<file path="src/rtl/mhf_pkg.sv">
// ----------------------------------------------------------------------------
// mhf_pkg
// shared types, constants and hash helpers for the multicast hash filter
// ----------------------------------------------------------------------------
package mhf_pkg;

    localparam int OP_W     = 3;
    localparam int ADDR_W   = 48;
    localparam int FILTER_W = 64;
    localparam int HASH_W   = 6;
    localparam int CRC_W    = 32;
    localparam int HASH_SHIFT = 26;
    localparam logic [CRC_W-1:0] CRC_POLY   = 32'hEDB8_8320;
    localparam logic [CRC_W-1:0] CRC_PRESET = 32'hFFFF_FFFF;

    typedef enum logic [OP_W-1:0] {
        OP_PROMISC_ON  = 3'd0,
        OP_PROMISC_OFF = 3'd1,
        OP_MCAST_DEL   = 3'd2,
        OP_MCAST_ADD   = 3'd3
    } op_t;

    typedef enum logic {
        STATUS_OK    = 1'b0,
        STATUS_UNSUP = 1'b1
    } status_t;

    // one result item, carried from the control unit to the output register
    typedef struct packed {
        logic                status;
        logic [FILTER_W-1:0] filter_bits;
        logic                promiscuous;
        logic [HASH_W-1:0]   hash_index;
    } res_t;

    // run the reflected crc over the address bits, elaboration time only
    // idx selects the single set data bit, idx < 0 means all-zero data
    function automatic logic [HASH_W-1:0] crc_hash_const(input int idx,
                                                         input logic [CRC_W-1:0] preset);
        logic [CRC_W-1:0] crc;
        logic             carry;
        crc = preset;
        for (int i = 0; i < ADDR_W; i++) begin
            carry = (i == idx) ^ crc[0];
            crc   = crc >> 1;
            if (carry)
            begin
                crc = crc ^ CRC_POLY;
            end
        end
        return crc[HASH_SHIFT +: HASH_W];
    endfunction

    // hash index to filter bit: byte 2*(h/16)+1-((h/8)%2), bit h%8
    function automatic logic [HASH_W-1:0] filter_pos(input logic [HASH_W-1:0] h);
        return {h[5:4], ~h[3], h[2:0]};
    endfunction

endpackage

</file>
<file path="src/rtl/mhf_hash.sv">
// ----------------------------------------------------------------------------
// mhf_hash
// crc-32 address hash as a fixed xor network, 6-bit index out
// ----------------------------------------------------------------------------
module mhf_hash (
    input  logic [mhf_pkg::ADDR_W-1:0] addr,
    output logic [mhf_pkg::HASH_W-1:0] hash
);
    import mhf_pkg::*;

    // the crc is linear: preset contribution plus one column per address bit
    localparam logic [HASH_W-1:0] BASE = crc_hash_const(-1, CRC_PRESET);

    logic [HASH_W-1:0] terms [ADDR_W];

    genvar gi;
    generate
        for (gi = 0; gi < ADDR_W; gi++)
        begin : g_col
            localparam logic [HASH_W-1:0] COL = crc_hash_const(gi, '0);
            assign terms[gi] = addr[gi] ? COL : '0;
        end
    endgenerate

    always_comb
    begin
        hash = BASE;
        for (int i = 0; i < ADDR_W; i++) begin
            hash = hash ^ terms[i];
        end
    end

endmodule

</file>
<file path="src/rtl/mhf_ctrl.sv">
// ----------------------------------------------------------------------------
// mhf_ctrl
// op decode, filter and promiscuous state, result assembly
// ----------------------------------------------------------------------------
module mhf_ctrl (
    input  logic                       clk,
    input  logic                       rst_n,
    input  logic                       upd_en,
    input  logic [mhf_pkg::OP_W-1:0]   op,
    input  logic [mhf_pkg::HASH_W-1:0] hash,
    output mhf_pkg::res_t              res
);
    import mhf_pkg::*;

    logic [FILTER_W-1:0] filter_reg, filter_next;
    logic                promisc_reg, promisc_next;
    logic [FILTER_W-1:0] set_mask;

    always_comb
    begin
        set_mask = '0;
        set_mask[filter_pos(hash)] = 1'b1;
    end

    always_comb
    begin
        filter_next  = filter_reg;
        promisc_next = promisc_reg;
        res.status      = STATUS_OK;
        res.hash_index  = '0;
        unique case (op)
            OP_PROMISC_ON:  promisc_next = 1'b1;
            OP_PROMISC_OFF: promisc_next = 1'b0;
            OP_MCAST_DEL:   ;
            OP_MCAST_ADD:
            begin
                filter_next    = filter_reg | set_mask;
                res.hash_index = hash;
            end
            default:        res.status = STATUS_UNSUP;
        endcase
        res.filter_bits = filter_next;
        res.promiscuous = promisc_next;
    end

    always_ff @(posedge clk or negedge rst_n)
    begin
        if (!rst_n)
        begin
            filter_reg  <= '0;
            promisc_reg <= 1'b0;
        end
        else if (upd_en)
        begin
            filter_reg  <= filter_next;
            promisc_reg <= promisc_next;
        end
    end

endmodule

</file>
<file path="src/rtl/multicast_hash_filter_control.sv">
// ----------------------------------------------------------------------------
// multicast_hash_filter_control
// multicast hash filter and promiscuous mode control, one result per item
// ----------------------------------------------------------------------------
// each item passes through the input register, then the result register
// throughput: one item per cycle unless out_stall holds a valid result; the crc
//   hash is a fixed xor network between the input and result registers
// reset: filter cleared, promiscuous off, both pipeline stages empty
module multicast_hash_filter_control (
    input  logic                         clk,
    input  logic                         rst_n,
    input  logic                         in_valid,
    output logic                         in_stall,
    input  logic [mhf_pkg::OP_W-1:0]     op,
    input  logic [mhf_pkg::ADDR_W-1:0]   mcast_addr,
    output logic                         out_valid,
    input  logic                         out_stall,
    output logic                         status,
    output logic [mhf_pkg::FILTER_W-1:0] filter_bits,
    output logic                         promiscuous,
    output logic [mhf_pkg::HASH_W-1:0]   hash_index
);
    import mhf_pkg::*;

    // input register stage
    logic              s1_valid_reg, s1_valid_next;
    logic [OP_W-1:0]   op_reg;
    logic [ADDR_W-1:0] addr_reg;

    // result register stage
    logic out_valid_reg, out_valid_next;
    res_t res_reg;

    logic              accept_in;
    logic              advance;
    logic [HASH_W-1:0] hash;
    res_t              res_next;

    // result stage can take a new item when empty or being drained
    assign advance   = !out_valid_reg || !out_stall;
    // input stage holds only while its item cannot move on
    assign in_stall  = s1_valid_reg && !advance;
    assign accept_in = in_valid && !in_stall;

    always_comb
    begin
        s1_valid_next = s1_valid_reg;
        if (accept_in)
        begin
            s1_valid_next = 1'b1;
        end
        else if (advance)
        begin
            s1_valid_next = 1'b0;
        end
        out_valid_next = advance ? s1_valid_reg : out_valid_reg;
    end

    always_ff @(posedge clk or negedge rst_n)
    begin
        if (!rst_n)
        begin
            s1_valid_reg  <= 1'b0;
            out_valid_reg <= 1'b0;
        end
        else
        begin
            s1_valid_reg  <= s1_valid_next;
            out_valid_reg <= out_valid_next;
        end
    end

    // payload registers, no reset needed
    always_ff @(posedge clk)
    begin
        if (accept_in)
        begin
            op_reg   <= op;
            addr_reg <= mcast_addr;
        end
        if (advance && s1_valid_reg)
        begin
            res_reg <= res_next;
        end
    end

    mhf_hash u_hash (
        .addr (addr_reg),
        .hash (hash)
    );

    // state commits when the item moves into the result register
    mhf_ctrl u_ctrl (
        .clk    (clk),
        .rst_n  (rst_n),
        .upd_en (advance && s1_valid_reg),
        .op     (op_reg),
        .hash   (hash),
        .res    (res_next)
    );

    assign out_valid   = out_valid_reg;
    assign status      = res_reg.status;
    assign filter_bits = res_reg.filter_bits;
    assign promiscuous = res_reg.promiscuous;
    assign hash_index  = res_reg.hash_index;

endmodule
</file>
<file path="config.mk">
export PLATFORM = sky130hd
export DESIGN_NAME = multicast_hash_filter_control
export DESIGN_NICKNAME = d
export VERILOG_FILES = /design/src/rtl/mhf_pkg.sv /design/src/rtl/mhf_hash.sv /design/src/rtl/mhf_ctrl.sv /design/src/rtl/multicast_hash_filter_control.sv
export SDC_FILE = /design/constraint.sdc
export NUM_CORES = 1
export LEC_CHECK = 0
export BUFFER_PORTS_ARGS = -buffer_cell sky130_fd_sc_hd__buf_2
export CAP_MARGIN = 20
export CORE_ASPECT_RATIO = 1.2
export CORE_MARGIN = 8
export CORE_UTILIZATION = 56
export CTS_CLUSTER_DIAMETER = 150
export CTS_CLUSTER_SIZE = 20
export DETAILED_ROUTE_END_ITERATION = 10
export PLACE_DENSITY = 0.79
export SKIP_CTS_REPAIR_TIMING = 1
export SYNTH_ARGS = -nofsm -noshare
export SYNTH_HDL_FRONTEND = slang
export SYNTH_SLANG_ARGS = --single-unit
export TNS_END_PERCENT = 5
</file>
<file path="constraint.sdc">
create_clock -name clk -period 8.75 [get_ports clk]
set_input_delay 0.875 -clock clk [delete_from_list [all_inputs] [get_ports clk]]
set_output_delay 0.875 -clock clk [all_outputs]
set_load 0.02 [all_outputs]
</file>
==> results.json <==
{
  "number_of_diodes_added_for_antenna_fixing": 0,
  "avgViaCountPerCell": 5.49,
  "mostFrequentLayoutCells": "sky130_fd_sc_hd__buf_2 (125), sky130_fd_sc_hd__edfxtp_1 (120), sky130_fd_sc_hd__a21o_1 (105)",
  "synth_fp_nets": 484,
  "routed_wire_length_per_instance_um": 19.7,
  "cts_tree": "yes",
  "sequential_cell_area_um2": 5280,
  "slew_headroom_pct": 35.9,
  "grt_antenna_before_repair": 0,
  "final_common_cell": "sky130_fd_sc_hd__buf_2",
  "setup.worst_path.start": "addr_reg[40]",
  "ant_nets": 0,
  "routed_wl_um": 14800,
  "rr_endpoint": "u_ctrl.filter_reg[3]",
  "clock_tree.htree_level_count": 4,
  "setup-tns-final_ps": 0,
  "ys_seq_elements": 187,
  "layoutNonFillerInstCount": 750,
  "die-width_um": 124,
  "max_cap_violations": 0,
  "worst_min_path_start": "u_ctrl.filter_reg[59]",
  "detailed_place_hpwl_um": 10500,
  "die_y_um": 146,
  "critical_path_start_type": "flip-flop",
  "synth_largest_type_area_fraction_pct": 45.8,
  "finClkSkew_ps": 12.5,
  "core_um2": 13800,
  "synth_top_cells_by_area": "sky130_fd_sc_hd__edfxtp_1 (46%), sky130_fd_sc_hd__dfrtp_1 (21%), sky130_fd_sc_hd__a21o_1 (10%), sky130_fd_sc_hd__nor4_4 (3.5%), sky130_fd_sc_hd__xnor2_1 (3.2%)",
  "fin_nets": 621,
  "post_route_cells_drive_above_1_share_pct": 40.4,
  "ys_types": 33,
  "crit_required_ps": 9110,
  "synthesis.area_per_instance_um2": 18.3,
  "track_usage_pct": 17.2,
  "total_of_buffers_placed_on_input_and_output_ports": 125,
  "synth_sequential_area_ratio_pct": 67.2,
  "numClockSinks": 187,
  "synth_largest_area_cell": "sky130_fd_sc_hd__edfxtp_1",
  "cp-end-kind": "flip-flop",
  "drc_errors": 0,
  "clock-root-buffer": "sky130_fd_sc_hd__clkbuf_16",
  "multi_input_area_um2": 2500,
  "critical_path_fanout_max": 9,
  "first_global_vias": 4435,
  "final_hold_viol_count": 0,
  "synthFlopType": "sky130_fd_sc_hd__edfxtp_1",
  "worst_setup_path_endpoint": "u_ctrl.filter_reg[3]",
  "cts_inserted_buffers": 17,
  "first_iter_violations": 337,
  "worstSkewPairLatency_ps": 430,
  "ys.warnings.count": 0,
  "cts.reportedPaths.clkPinSlew_ps": 80,
  "syn-cell-area_um2": 7860,
  "weighted_congestion_at_the_end_of_routability_driven_global_placement": 0.777,
  "worst-r2r-setup-slack_ps": 5580,
  "rsz0062_at_grt": "no",
  "ys_async_sr_fraction_pct": 35.8,
  "power.density_cell_area_nw_per_um2": 325,
  "min_period_ps": 3170,
  "timing.hold.worst.class": "reg2reg",
  "synthCells": 429,
  "finalSetupViolCount": 0,
  "min_period_over_period_pct": 36.2,
  "maxClockFrequency_mhz": 315,
  "grt_pass1_wl_um": 23500,
  "synth_edf_count": 120,
  "run_status": "finished clean",
  "vdd.ir_drop.worst_v": 0.000203,
  "layout-area-overhead-vs-synth_pct": 18.1,
  "grt_max_degree": 74,
  "r2r-start": "addr_reg[40]",
  "boundaryPins": 129,
  "dp_cells": 717,
  "drt_pass1_iterations": 4,
  "p_leak_nw": 4.81,
  "gr_overflow_total": 0,
  "reg2regPathDepth": 6,
  "num-fill-cells": 961,
  "criticalPathCategory": "reg2reg",
  "rows": 47,
  "cts.path.max_buffers": 2,
  "final_max_slew_viol_count": 0,
  "arr_time_crit_path_ps": 3530,
  "vias": 4118,
  "start_util_pct": 57.1,
  "worst-slew-pin-transition_ps": 953,
  "die_area_um2": 18100
}
[cell families (layout without fill, tap and decap cells)]
| kind of cell | Yosys count | count (layout) | synth area share, % |
|---|---|---|---|
| buffers and inverters | 12 | 162 | 1.23 |
| AO/OA/AOI/OAI | 131 | 131 | 12.9 |
| multiplexers | 1 | 1 | 0.143 |
| AND/OR/NAND/NOR | 37 | 37 | 6.43 |
| XOR/XNOR | 61 | 61 | 12.2 |
| flip-flops | 187 | 187 | 67.2 |
[through the flow]
stage	worst slack [ps]	utilization (%)	hold WS [ps]	area (um2)	power [W]
floorplan	1170	-	429	7860	0.00209
global placement	5650	62.8	439	8640	0.00224
detailed placement	5620	62.8	446	8640	0.00227
CTS	5580	67.3	462	9260	0.00305
global route	5480	67.5	473	9280	0.00315
finish	5580	67.5	459	9280	0.00302
[where the power goes]
group          leakage [nW]  internal (W)  switching, W
sequential             2.10       0.00106     0.0000438
combinational          2.42      0.000373      0.000773
clock                 0.297      0.000391      0.000377
[cells in the mapped netlist (4+ instances only)]
cell / instances
sky130_fd_sc_hd__buf_6: 4
sky130_fd_sc_hd__dfrtp_1: 67
sky130_fd_sc_hd__xnor3_1: 5
sky130_fd_sc_hd__a21o_2: 24
sky130_fd_sc_hd__xor2_1: 4
sky130_fd_sc_hd__xnor2_4: 4
sky130_fd_sc_hd__xnor3_2: 6
sky130_fd_sc_hd__edfxtp_1: 120
sky130_fd_sc_hd__a21o_1: 105
sky130_fd_sc_hd__nor3_4: 8
sky130_fd_sc_hd__nor4_4: 13
sky130_fd_sc_hd__xnor2_1: 29
sky130_fd_sc_hd__nor2_1: 8
sky130_fd_sc_hd__buf_2: 4
[worst min-delay path by stage]
stage / to / depth (start not counted)
final: u_ctrl.filter_reg[59] / 1
after global routing: u_ctrl.filter_reg[56] / 1
after CTS: u_ctrl.filter_reg[7] / 1
after detailed placement: u_ctrl.filter_reg[54] / 1
after global placement: u_ctrl.filter_reg[15] / 1
after floorplan: u_ctrl.filter_reg[60] / 1
[layout make-up]
cell class,instances,area share (%)
multi-input cells,230,26.9
repair buffers,129,7.20
clock inverters,15,2.09
inverters,1,0.0404
clock buffers,17,4.58
flip-flops and latches,187,56.9
well taps,171,2.30
[worst max-delay path, cell delays in order, from the launching register on]
cell and delay (ps):
sky130_fd_sc_hd__edfxtp_1 390, sky130_fd_sc_hd__xnor2_1 290, sky130_fd_sc_hd__xnor3_2 560, sky130_fd_sc_hd__xnor3_2 490, sky130_fd_sc_hd__xor2_4 260, sky130_fd_sc_hd__nor4_2 870, sky130_fd_sc_hd__a21o_1 240
[routing by layer]
| metal | vias to the layer above | share of wire, % | GRT usage (%) |
|---|---|---|---|
| li1 | 1894 | - | - |
| met2 | 146 | 51 | 28.5 |
| met4 | 0 | 2.4 | 6.56 |
| met1 | 2053 | 39 | 20.6 |
| met5 | - | 0 | 0 |
| met3 | 25 | 7.1 | 4.85 |
No activity file was read; power rests on OpenSTA's default activity.
